===== config.mk =====
export PLATFORM = sky130hd
export DESIGN_NAME = load_threshold_worker_picker_unit
export DESIGN_NICKNAME = d
export VERILOG_FILES = /design/src/rtl/ltwp_pkg.sv /design/src/rtl/load_threshold_worker_picker_unit.sv
export SDC_FILE = /design/constraint.sdc
export NUM_CORES = 2
export LEC_CHECK = 0
export BUFFER_PORTS_ARGS = -buffer_cell sky130_fd_sc_hd__buf_2
export CAP_MARGIN = 10
export CELL_PAD_IN_SITES_DETAIL_PLACEMENT = 0
export CELL_PAD_IN_SITES_GLOBAL_PLACEMENT = 2
export CORE_MARGIN = 2
export CORE_UTILIZATION = 28
export CTS_CLUSTER_DIAMETER = 100
export DETAILED_ROUTE_END_ITERATION = 16
export MAX_ROUTING_LAYER = met4
export PLACE_DENSITY = 0.56
export REMOVE_ABC_BUFFERS = 1
export SETUP_SLACK_MARGIN = 0.15
export SLEW_MARGIN = 20
export SYNTH_ARGS = -nofsm -noshare
export SYNTH_HDL_FRONTEND = slang
export SYNTH_SLANG_ARGS = --single-unit

===== constraint.sdc =====
create_clock -name clk_i -period 9.4 [get_ports clk_i]
set_clock_uncertainty 0.15 [all_clocks]
set_input_delay 1.88 -clock clk_i [delete_from_list [all_inputs] [get_ports clk_i]]
set_output_delay 1.88 -clock clk_i [all_outputs]
set_load 0.05 [all_outputs]

===== src/rtl/ltwp_pkg.sv =====
// Package for the least-loaded worker picker: transfer structs, command and
// status codes, and the microcode program of the sequencer.
// No dependencies; every other file imports it.
`timescale 1ns / 1ps

package ltwp_pkg;

  localparam int MAX_WORKERS_DEF = 16;
  localparam int LOAD_BITS_DEF   = 24;
  localparam int TOTAL_W         = 28;
  localparam logic [TOTAL_W-1:0] TOTAL_MAX = {TOTAL_W{1'b1}};

  typedef enum logic [1:0] {
    CMD_ADD  = 2'd0,
    CMD_REL  = 2'd1,
    CMD_PICK = 2'd2
  } cmd_e;

  typedef enum logic [2:0] {
    ST_OK         = 3'd0,
    ST_FULL       = 3'd1,
    ST_BAD_INDEX  = 3'd2,
    ST_ZERO_LOAD  = 3'd3,
    ST_NO_WORKERS = 3'd4
  } status_e;

  typedef struct packed {
    logic [1:0]  command;
    logic [31:0] worker_tag;
    logic [3:0]  worker_index;
  } req_t;

  typedef struct packed {
    logic [3:0]  slot_index;
    logic [31:0] chosen_tag;
    logic [2:0]  status;
  } rsp_t;

  // Datapath operations of one microcode step.
  typedef enum logic [3:0] {
    OP_NOP,
    OP_ADD,
    OP_RD_IDX,
    OP_REL,
    OP_SCAN_INIT,
    OP_RD_SLOT,
    OP_MUL,
    OP_SCAN_NEXT,
    OP_PICK,
    OP_RES_BAD,
    OP_RES_FULL,
    OP_RES_ZERO,
    OP_RES_NOWK
  } op_e;

  // Jump conditions; when the condition is false the step counter advances.
  typedef enum logic [3:0] {
    C_NEVER,
    C_ALWAYS,
    C_NO_START,
    C_CMD_ADD,
    C_CMD_REL,
    C_CMD_PICK,
    C_FULL,
    C_BAD_IDX,
    C_LOAD_ZERO,
    C_EMPTY,
    C_QUAL,
    C_LAST
  } cond_e;

  localparam int UPC_W = 5;
  typedef logic [UPC_W-1:0] upc_t;

  typedef struct packed {
    op_e   op;
    cond_e cond;
    upc_t  target;
  } ucode_t;

  localparam upc_t U_IDLE     = 5'd0;
  localparam upc_t U_ERR_BAD  = 5'd4;
  localparam upc_t U_ADD      = 5'd5;
  localparam upc_t U_ERR_FULL = 5'd7;
  localparam upc_t U_REL      = 5'd8;
  localparam upc_t U_ERR_ZERO = 5'd12;
  localparam upc_t U_PICK     = 5'd13;
  localparam upc_t U_SCAN     = 5'd15;
  localparam upc_t U_HIT      = 5'd20;
  localparam upc_t U_ERR_NOWK = 5'd21;

  function automatic ucode_t ucode_rom(input upc_t addr);
    ucode_t w;
    unique case (addr)
      5'd0:    w = '{OP_NOP,       C_NO_START,  U_IDLE};
      5'd1:    w = '{OP_NOP,       C_CMD_ADD,   U_ADD};
      5'd2:    w = '{OP_NOP,       C_CMD_REL,   U_REL};
      5'd3:    w = '{OP_NOP,       C_CMD_PICK,  U_PICK};
      5'd4:    w = '{OP_RES_BAD,   C_ALWAYS,    U_IDLE};
      5'd5:    w = '{OP_NOP,       C_FULL,      U_ERR_FULL};
      5'd6:    w = '{OP_ADD,       C_ALWAYS,    U_IDLE};
      5'd7:    w = '{OP_RES_FULL,  C_ALWAYS,    U_IDLE};
      5'd8:    w = '{OP_NOP,       C_BAD_IDX,   U_ERR_BAD};
      5'd9:    w = '{OP_RD_IDX,    C_NEVER,     U_IDLE};
      5'd10:   w = '{OP_NOP,       C_LOAD_ZERO, U_ERR_ZERO};
      5'd11:   w = '{OP_REL,       C_ALWAYS,    U_IDLE};
      5'd12:   w = '{OP_RES_ZERO,  C_ALWAYS,    U_IDLE};
      5'd13:   w = '{OP_NOP,       C_EMPTY,     U_ERR_NOWK};
      5'd14:   w = '{OP_SCAN_INIT, C_NEVER,     U_IDLE};
      5'd15:   w = '{OP_RD_SLOT,   C_NEVER,     U_IDLE};
      5'd16:   w = '{OP_MUL,       C_NEVER,     U_IDLE};
      5'd17:   w = '{OP_NOP,       C_QUAL,      U_HIT};
      5'd18:   w = '{OP_SCAN_NEXT, C_LAST,      U_ERR_NOWK};
      5'd19:   w = '{OP_NOP,       C_ALWAYS,    U_SCAN};
      5'd20:   w = '{OP_PICK,      C_ALWAYS,    U_IDLE};
      5'd21:   w = '{OP_RES_NOWK,  C_ALWAYS,    U_IDLE};
      default: w = '{OP_NOP,       C_ALWAYS,    U_IDLE};
    endcase
    return w;
  endfunction

endpackage


===== src/rtl/load_threshold_worker_picker_unit.sv =====
// Top level of the least-loaded round-robin worker picker: a microcoded
// sequencer over a load memory, a tag memory and one multiplier.
// Depends on ltwp_pkg for types, codes and the microcode program.
//
//   Channel   Ports             Transfer when
//   command   start, req_i      rising edge with start high and busy low
//   result    done_o, rsp_o     rising edge ending the single cycle done_o is high
//
// Pick scans the slots in turn, at most the worker count of them; each slot
// costs a memory read, a registered multiply and a compare, stepped by the
// microcode. An empty table ends the pick with an error result.
// Reset clears the worker count, total load and pointer; no clearing pass is
// needed because add zeroes a slot's load when it fills the slot.
// The receiver cannot stall; busy stays high until the result strobe.
`timescale 1ns / 1ps

module load_threshold_worker_picker_unit
  import ltwp_pkg::*;
#(
  parameter int MAX_WORKERS = MAX_WORKERS_DEF,
  parameter int LOAD_BITS   = LOAD_BITS_DEF
) (
  input  logic clk_i,
  input  logic rst_ni,
  input  logic start,
  output logic busy,
  input  req_t req_i,
  output logic done_o,
  output rsp_t rsp_o
);

  localparam int IDX_W = (MAX_WORKERS > 1) ? $clog2(MAX_WORKERS) : 1;
  localparam int CNT_W = $clog2(MAX_WORKERS + 1);
  localparam int IXC_W = (CNT_W > 4) ? CNT_W : 4;
  localparam int PR_W  = LOAD_BITS + CNT_W;
  localparam int CMP_W = (PR_W + 4 > TOTAL_W + 5) ? PR_W + 4 : TOTAL_W + 5;
  localparam logic [LOAD_BITS-1:0] LOAD_MAX = {LOAD_BITS{1'b1}};

  // Sequencer and control state.
  upc_t               upc_q, upc_d;
  logic [CNT_W-1:0]   count_q, count_d;
  logic [TOTAL_W-1:0] total_q, total_d;
  logic [IDX_W-1:0]   ptr_q, ptr_d;
  logic               done_q, done_d;

  // Datapath registers.
  req_t               req_q;
  logic [IDX_W-1:0]   slot_q, k_q;
  logic [PR_W-1:0]    prod_q;
  logic [LOAD_BITS-1:0] load_rd_q;
  logic [31:0]        tag_rd_q;
  rsp_t               rsp_q, rsp_d;

  // Memories.
  logic [LOAD_BITS-1:0] load_mem [MAX_WORKERS];
  logic [31:0]          tag_mem  [MAX_WORKERS];

  ucode_t               uw;
  logic                 take;
  logic                 accept;
  logic                 load_we, load_re, tag_we;
  logic [IDX_W-1:0]     load_wa, load_ra, idx_addr, cnt_addr, slot_next, ptr_next;
  logic [LOAD_BITS-1:0] load_wd;
  logic [CMP_W-1:0]     lhs, rhs;
  logic                 qual, full, bad_idx, last;

  assign uw       = ucode_rom(upc_q);
  assign busy     = (upc_q != U_IDLE);
  assign accept   = start && !busy;
  assign idx_addr = IDX_W'(req_q.worker_index);
  assign cnt_addr = IDX_W'(count_q);

  assign full    = (count_q >= CNT_W'(MAX_WORKERS));
  assign bad_idx = (IXC_W'(req_q.worker_index) >= IXC_W'(count_q));
  assign last    = ((CNT_W'(k_q) + CNT_W'(1)) == count_q);

  // Wrap-around successors; both operands stay below the worker count.
  assign slot_next = ((CNT_W'(slot_q) + CNT_W'(1)) == count_q) ? '0 : slot_q + IDX_W'(1);
  assign ptr_next  = ((CNT_W'(ptr_q) + CNT_W'(1)) == count_q) ? '0 : ptr_q + IDX_W'(1);

  // load*2^32 < floor(total*(2^32+2^28)/count)+1 is the same as
  // load*count*16 <= total*17, so no divider is needed.
  assign lhs  = CMP_W'({prod_q, 4'b0000});
  assign rhs  = (CMP_W'(total_q) << 4) + CMP_W'(total_q);
  assign qual = (lhs <= rhs);

  always_comb begin
    unique case (uw.cond)
      C_NEVER:     take = 1'b0;
      C_ALWAYS:    take = 1'b1;
      C_NO_START:  take = !start;
      C_CMD_ADD:   take = (req_q.command == CMD_ADD);
      C_CMD_REL:   take = (req_q.command == CMD_REL);
      C_CMD_PICK:  take = (req_q.command == CMD_PICK);
      C_FULL:      take = full;
      C_BAD_IDX:   take = bad_idx;
      C_LOAD_ZERO: take = (load_rd_q == '0);
      C_EMPTY:     take = (count_q == '0);
      C_QUAL:      take = qual;
      C_LAST:      take = last;
      default:     take = 1'b0;
    endcase
    upc_d = take ? uw.target : upc_q + upc_t'(1);
  end

  always_comb begin
    count_d = count_q;
    total_d = total_q;
    ptr_d   = ptr_q;
    done_d  = 1'b0;
    rsp_d   = '0;
    load_we = 1'b0;
    load_wa = cnt_addr;
    load_wd = '0;
    load_re = 1'b0;
    load_ra = idx_addr;
    tag_we  = 1'b0;
    unique case (uw.op)
      OP_ADD: begin
        tag_we           = 1'b1;
        load_we          = 1'b1;
        count_d          = count_q + CNT_W'(1);
        done_d           = 1'b1;
        rsp_d.slot_index = 4'(count_q);
        rsp_d.status     = ST_OK;
      end
      OP_RD_IDX: begin
        load_re = 1'b1;
      end
      OP_REL: begin
        load_we          = 1'b1;
        load_wa          = idx_addr;
        load_wd          = load_rd_q - LOAD_BITS'(1);
        if (total_q != '0) begin
          total_d = total_q - TOTAL_W'(1);
        end
        done_d           = 1'b1;
        rsp_d.slot_index = req_q.worker_index;
        rsp_d.status     = ST_OK;
      end
      OP_RD_SLOT: begin
        load_re = 1'b1;
        load_ra = slot_q;
      end
      OP_PICK: begin
        if (load_rd_q != LOAD_MAX) begin
          load_we = 1'b1;
          load_wa = slot_q;
          load_wd = load_rd_q + LOAD_BITS'(1);
          if (total_q != TOTAL_MAX) begin
            total_d = total_q + TOTAL_W'(1);
          end
        end
        ptr_d            = slot_q;
        done_d           = 1'b1;
        rsp_d.slot_index = 4'(slot_q);
        rsp_d.chosen_tag = tag_rd_q;
        rsp_d.status     = ST_OK;
      end
      OP_RES_BAD: begin
        done_d       = 1'b1;
        rsp_d.status = ST_BAD_INDEX;
      end
      OP_RES_FULL: begin
        done_d       = 1'b1;
        rsp_d.status = ST_FULL;
      end
      OP_RES_ZERO: begin
        done_d       = 1'b1;
        rsp_d.status = ST_ZERO_LOAD;
      end
      OP_RES_NOWK: begin
        done_d       = 1'b1;
        rsp_d.status = ST_NO_WORKERS;
      end
      default: begin
      end
    endcase
  end

  always_ff @(posedge clk_i or negedge rst_ni) begin
    if (!rst_ni) begin
      upc_q   <= U_IDLE;
      count_q <= '0;
      total_q <= '0;
      ptr_q   <= '0;
      done_q  <= 1'b0;
    end else begin
      upc_q   <= upc_d;
      count_q <= count_d;
      total_q <= total_d;
      ptr_q   <= ptr_d;
      done_q  <= done_d;
    end
  end

  always_ff @(posedge clk_i) begin
    if (accept) begin
      req_q <= req_i;
    end
    if (uw.op == OP_SCAN_INIT) begin
      slot_q <= ptr_next;
      k_q    <= '0;
    end else if (uw.op == OP_SCAN_NEXT) begin
      slot_q <= slot_next;
      k_q    <= k_q + IDX_W'(1);
    end
    if (uw.op == OP_MUL) begin
      prod_q <= PR_W'(load_rd_q) * PR_W'(count_q);
    end
    if (done_d) begin
      rsp_q <= rsp_d;
    end
  end

  always_ff @(posedge clk_i) begin
    if (load_we) begin
      load_mem[load_wa] <= load_wd;
    end
    if (load_re) begin
      load_rd_q <= load_mem[load_ra];
    end
  end

  always_ff @(posedge clk_i) begin
    if (tag_we) begin
      tag_mem[cnt_addr] <= req_q.worker_tag;
    end
    if (load_re) begin
      tag_rd_q <= tag_mem[load_ra];
    end
  end

  assign done_o = done_q;
  assign rsp_o  = rsp_q;

endmodule


Word-level counts from Yosys, hierarchy flattened:

Memory sizes are Yosys's and may differ from the RTL's. A register that Yosys moved wholly into a read port is not among the register bits.
Cells that the tools add are included.

* multipliers: 1
* mux-type cells: 26
* order comparisons: 3
* equal/unequal tests: 33
* reduce and logical (&&, ||, !) cells: 14
* add/sub/neg operators: 13

Operators with widths (number)
* 2-to-1 mux 28 bit: 3
* one-hot mux 28 bit (2 select lines): 1
* one-hot mux 24 bit (2 select lines): 1
* == test 4 bit, second input constant: 9
* adder 32 x 28 -> 33 bit: 1
* <= comparator 33 bit: 1
* == test 4 x 3 -> 1 bit, second input constant: 8
* multiplier 24 x 5 -> 29 bit: 1
* adder 28 x 1 -> 28 bit, second input constant: 1
* != test 28 bit, second input constant: 1
* nonzero test 28 bit: 1
* subtractor 28 x 1 -> 28 bit, second input constant: 1
* adder 24 x 1 -> 24 bit, second input constant: 1
* logical NOT 24 bit: 1
* 2-to-1 mux 24 bit: 1
* 2-to-1 mux 4 bit: 6
* != test 24 bit, second input constant: 1
* subtractor 24 x 1 -> 24 bit, second input constant: 1
* == test 4 x 2 -> 1 bit, second input constant: 4
* adder 4 x 1 -> 5 bit, second input constant: 3
* == test 5 bit: 3
* adder 4 x 1 -> 4 bit, second input constant: 3
* one-hot mux 3 bit (4 select lines): 1
* one-hot mux 4 bit (3 select lines): 1
* other kinds (21): 35

* logic and storage cells: 107
* memories kept: 3
* memory bits (read-only): 416
* RAM bits: 896
* register bits: 157
* output and inout port bits: 41

Memories
* tag_mem: depth 16, width 32, read ports 1, clocked after memory_dff 1, wr ports 1, line load_threshold_worker_picker_unit.sv:56 `logic [31:0] tag_mem [MAX_WORKERS];`
* (no name shown): depth 32, width 13, read ports 1, clocked after memory_dff 0, wr ports 0, line ltwp_pkg.sv:94 `unique case (addr)`
* load_mem: depth 16, width 24, read ports 1, clocked after memory_dff 1, wr ports 1, line load_threshold_worker_picker_unit.sv:55 `logic [LOAD_BITS-1:0] load_mem [MAX_WORKERS];`

Depth between registers and ports, before layout:

An unclocked memory read counts as a cell.

* depth in word-level cells: 6
* mapped depth: 23
* gate-level depth less buffers: 22

Worst setup path after synthesis:

No wires, ideal clock.

* kind: register to register
* start: reg count_q[2]
* end: reg prod_q[26] (data pin)
* arrival time: 4.897 ns
* cell stages (with the launch flop): 20
* library setup time: 0.260 ns
* setup slack: 4.092 ns
* path buffers: 4
* required time: 8.990 ns
* cell sequence: dfrtp_1 -> clkbuf_1 -> clkbuf_1 -> buf_1 -> nand2_1 -> fa_1 -> inv_1 -> fa_1 -> fa_1 -> ha_1 -> clkbuf_1 -> a21oi_1 -> o21ai_0 -> a221o_1 -> a41oi_1 -> o21ai_0 -> a221o_1 -> a41oi_1 -> mux2i_1 -> nand2_1

* word-level cells in the longest chain between the ends: 1

Ends and longest elaborated chain
* start: declaration: line load_threshold_worker_picker_unit.sv:41 `logic [CNT_W-1:0] count_q, count_d;`
* start signal: assignment: line load_threshold_worker_picker_unit.sv:190 `count_q <= count_d;`
* multiplier 24 x 5 -> 29 bit: line load_threshold_worker_picker_unit.sv:209 `prod_q <= PR_W'(load_rd_q) * PR_W'(count_q);`
* end signal: assignment: line load_threshold_worker_picker_unit.sv:209
* end: declaration: line load_threshold_worker_picker_unit.sv:49 `logic [PR_W-1:0] prod_q;`

No other way between the ends.
A chain may end at the register's enable or synchronous reset.

Final worst setup path:

* start: reg count_q[3]
* end: reg prod_q[28] (data pin)

The elaborated chain is that of the path after synthesis.

==> flow_metrics.py <==
metrics = {
    "clock_tree": {
        "cts_hold_buf": 0,
        "cts_resized": 0,
        "cts_max_level": 4,
        "clk_pin_slew_ps": 50,
        "clock_sinks": 1109,
        "cts_buffer_depth": 3,
        "cts_root_buf": "clkbuf_16",
        "cts_buffers": 132,
        "clock_latency_ps": 790,
        "cts_tree": "yes",
        "postCtsSetupRepairBufs": 0,
    },
    "synth": {
        "yosys.area_share.xor_xnor_pct": 1.57,
        "synth_top_family_by_area": "compound AO/OA/AOI/OAI gates",
        "synth_seq_cells": 1109,
        "ys_async_sr_fraction_pct": 3.88,
        "synth-compound-area-share_pct": 13.4,
        "synth_warnings": 0,
        "synth-main-ff-cell": "edfxtp_1",
        "yosysUniqueCellTypes": 83,
        "syn_inst": 3999,
        "synth-simple-area-share_pct": 11.7,
        "synthMuxAreaShare_pct": 0.333,
        "ys_seq_area_share_pct": 64.3,
        "synth-adder-area-share_pct": 5.96,
        "netlist_area_mm2": 0.0514,
        "synth_edf_count": 1062,
        "avgSynthCellArea_um2": 12.9,
    },
    "placement": {
        "dp.cells": 6287,
        "hpwl_um": 86700,
        "place_congestion": 0.747,
        "port_buffers": 81,
        "place_area_mm2": 0.0549,
    },
    "floorplan": {
        "pin_count": 82,
        "coreArea_mm2": 0.183,
        "die-width_um": 432,
        "rows": 157,
        "die_h_um": 432,
        "die_area_mm2": 0.187,
        "start_util_pct": 28.1,
    },
    "min_path": {
        "hold_path_class": "flop to flop",
    },
    "job": {
        "drv_cap": 0,
    },
    "critical_path": {
        "critPathCaptureType": "flop",
        "crit_fanout": 23,
        "critPathArrivalTime_ps": 6270,
        "required_ps": 9750,
        "criticalPathCategory": "flop to flop",
        "critPathLaunchType": "flop",
    },
    "route": {
        "first_pass_iters": 5,
        "viasPerCell": 5.08,
        "wl_per_cell_um": 24.4,
        "drt_wl_total_um": 159000,
        "drc_errors": 0,
        "drtIter0Drc": 2172,
        "num_vias": 33100,
        "ant_nets": 0,
    },
    "grt": {
        "antenna_found_initial": 2,
        "grt_start_max_net_pins": 171,
        "grt_pass1_wl_um": 234000,
        "first_global_vias": 33700,
        "grt_usage_pct": 17.4,
        "grt_remaining_overflow": 0,
    },
    "sta": {
        "final-max-slew-violation-count": 0,
        "finalCritPeriodShare_pct": 63.0,
        "hold_slack_ps": 370,
        "grt_setup_unrepaired": "no",
        "fmax_mhz": 169,
        "setup_viol": 0,
        "slew-limit-headroom_pct": 25.9,
        "tightest_slew_ps": 1110,
        "fin_crit_ps": 5920,
        "finalHoldViolCount": 0,
    },
    "pwr": {
        "clockPowerShare_pct": 22.7,
        "intPower_mw": 12.9,
        "p_comb_share_pct": 41.8,
        "p_sw_mw": 8.69,
        "switching_share_pct": 40.2,
        "p_leak_nw": 20.7,
        "p_seq_share_pct": 35.5,
        "ir_worst_vdd_mv": 0.216,
        "total_power_mw": 21.6,
        "p_per_area_mw_per_mm2": 366,
    },
    "cells_and_area": {
        "stdcell_area_mm2": 0.0591,
        "final_common_cell": "edfxtp_1",
        "final_cell_count_no_fill": 6518,
        "final_util_pct": 32.4,
        "layout-drive-gt1-share_pct": 11.4,
        "nets": 4282,
        "mostFrequentLayoutCells": "edfxtp_1, nand2_1, a211oi_1",
        "area_growth_pct": 15.0,
        "n_fill_cell": 18200,
    },
    "outcome": {
        "run_status": "finished, final reports clean",
    },
}
## metal layers
metal  part of all wire, %  track usage [%]  routed length [um]
met3                   3.3             2.26                5280
met5                     0                -                   0
met4                   2.2             4.56                3490
met2                    49             28.5               77300
met1                    46             22.9               73100
## cell usage after synthesis, types with 9 or more instances
| cell | n | area (um^2) |
|---|---|---|
| a31o_1 | 73 | 639 |
| a221o_1 | 63 | 631 |
| ha_1 | 136 | 1700 |
| clkbuf_1 | 195 | 732 |
| a31oi_1 | 128 | 801 |
| and3_1 | 237 | 1480 |
| nor4_1 | 18 | 113 |
| nor3_1 | 33 | 165 |
| xor2_1 | 35 | 307 |
| or3_1 | 9 | 56.3 |
| inv_1 | 89 | 334 |
| edfxtp_1 | 1062 | 31900 |
| buf_1 | 18 | 67.6 |
| a221oi_1 | 13 | 114 |
| buf_2 | 53 | 265 |
| a31o_2 | 41 | 359 |
| mux2i_1 | 9 | 90.1 |
| nand3_1 | 40 | 200 |
| a21oi_1 | 114 | 571 |
| dfrtp_1 | 43 | 1080 |
| nand2b_1 | 13 | 81.3 |
| and2_1 | 90 | 563 |
| a211oi_1 | 244 | 1830 |
| nand4_1 | 29 | 181 |
| a22oi_1 | 10 | 75.1 |
| nor2_1 | 121 | 454 |
| nor2b_1 | 12 | 75.1 |
| nand2_1 | 618 | 2320 |
| xnor2_1 | 57 | 499 |
| o22ai_1 | 68 | 425 |
| o21ai_0 | 79 | 395 |
| o21a_1 | 14 | 105 |
| o21bai_1 | 18 | 135 |
| fa_1 | 68 | 1360 |
| a21o_1 | 34 | 255 |
## cell families after synthesis
kind of cell               Yosys count
muxes                               16
adders and majority gates          204
xor gates and xnor gates            92
DFF                               1109
AOI/OAI and AO/OA                  961
and+or+nand+nor                   1257
buffers and inverters              360
## power by group through the flow
stage                     Clock (mW)  Combinational [mW]  Sequential, mW
final                           4.90                9.04            7.67
after global routing            5.24                10.2            7.78
after CTS                       5.05                9.25            7.69
after detailed placement           0                9.20            7.79
after global placement             0                9.19            7.78
after floorplan                    0                5.94            7.85
## worst max-delay path, stage by stage (launching register included)
cell and delay, ps:
dfrtp_1 740, buf_4 400, nand2_1 120, fa_1 510
fa_1 520, fa_1 550, inv_1 40, ha_1 360
a211oi_1 120, o21a_1 230, o31ai_1 540, a41oi_1 290
o21ai_0 360, a221o_1 280, a21o_1 170, mux2i_1 170
nand4_1 80
## metrics by stage
stage	setup TNS [ps]	worst slack [ps]
3_3_place_gp	0	3430
6_report	0	3480
5_1_grt	0	3110
4_1_cts	0	3440
3_5_place_dp	0	3490
2_1_floorplan	-256160	-4670
## flip-flops by register name (all words and copies together), names as in the netlist
register and cells:
ptr_q 4, req_q 34, slot_q 4, count_q 5, load_rd_q 24, tag_mem 512
prod_q 29, k_q 4, done_o 1, total_q 28, tag_rd_q 32, load_mem 384
rsp_o 39, idx_addr 4, upc_q 5
## worst paths after layout
check / startpoint / endpoint / slack, ps / depth (start not counted)
max: count_q[3] / prod_q[28] / 3480 / 16
min: tag_rd_q[11] / rsp_o[14] / 370 / 1
max reg2reg: count_q[3] / prod_q[28] / 3480 / 16
min reg2reg: tag_rd_q[11] / rsp_o[14] / 370 / 1
max in group asynchronous: rst_ni / upc_q[4] / 7500 / 2
min in group asynchronous: rst_ni / total_q[6] / 1070 / 2
## layout make-up
| class | instances | area, um^2 | share of cell area (%) |
|---|---|---|---|
| diodes | 1 | 2.50 | 0.00423 |
| inverters | 91 | 342 | 0.578 |
| repair buffers | 173 | 1270 | 2.15 |
| flip-flops and latches | 1109 | 33000 | 55.9 |
| clock buffers | 163 | 3420 | 5.78 |
| clock inverters | 66 | 733 | 1.24 |
| well taps | 2385 | 2980 | 5.05 |
| multi-input cells | 2530 | 17300 | 29.3 |
No activity file was read; power rests on OpenSTA's default activity.
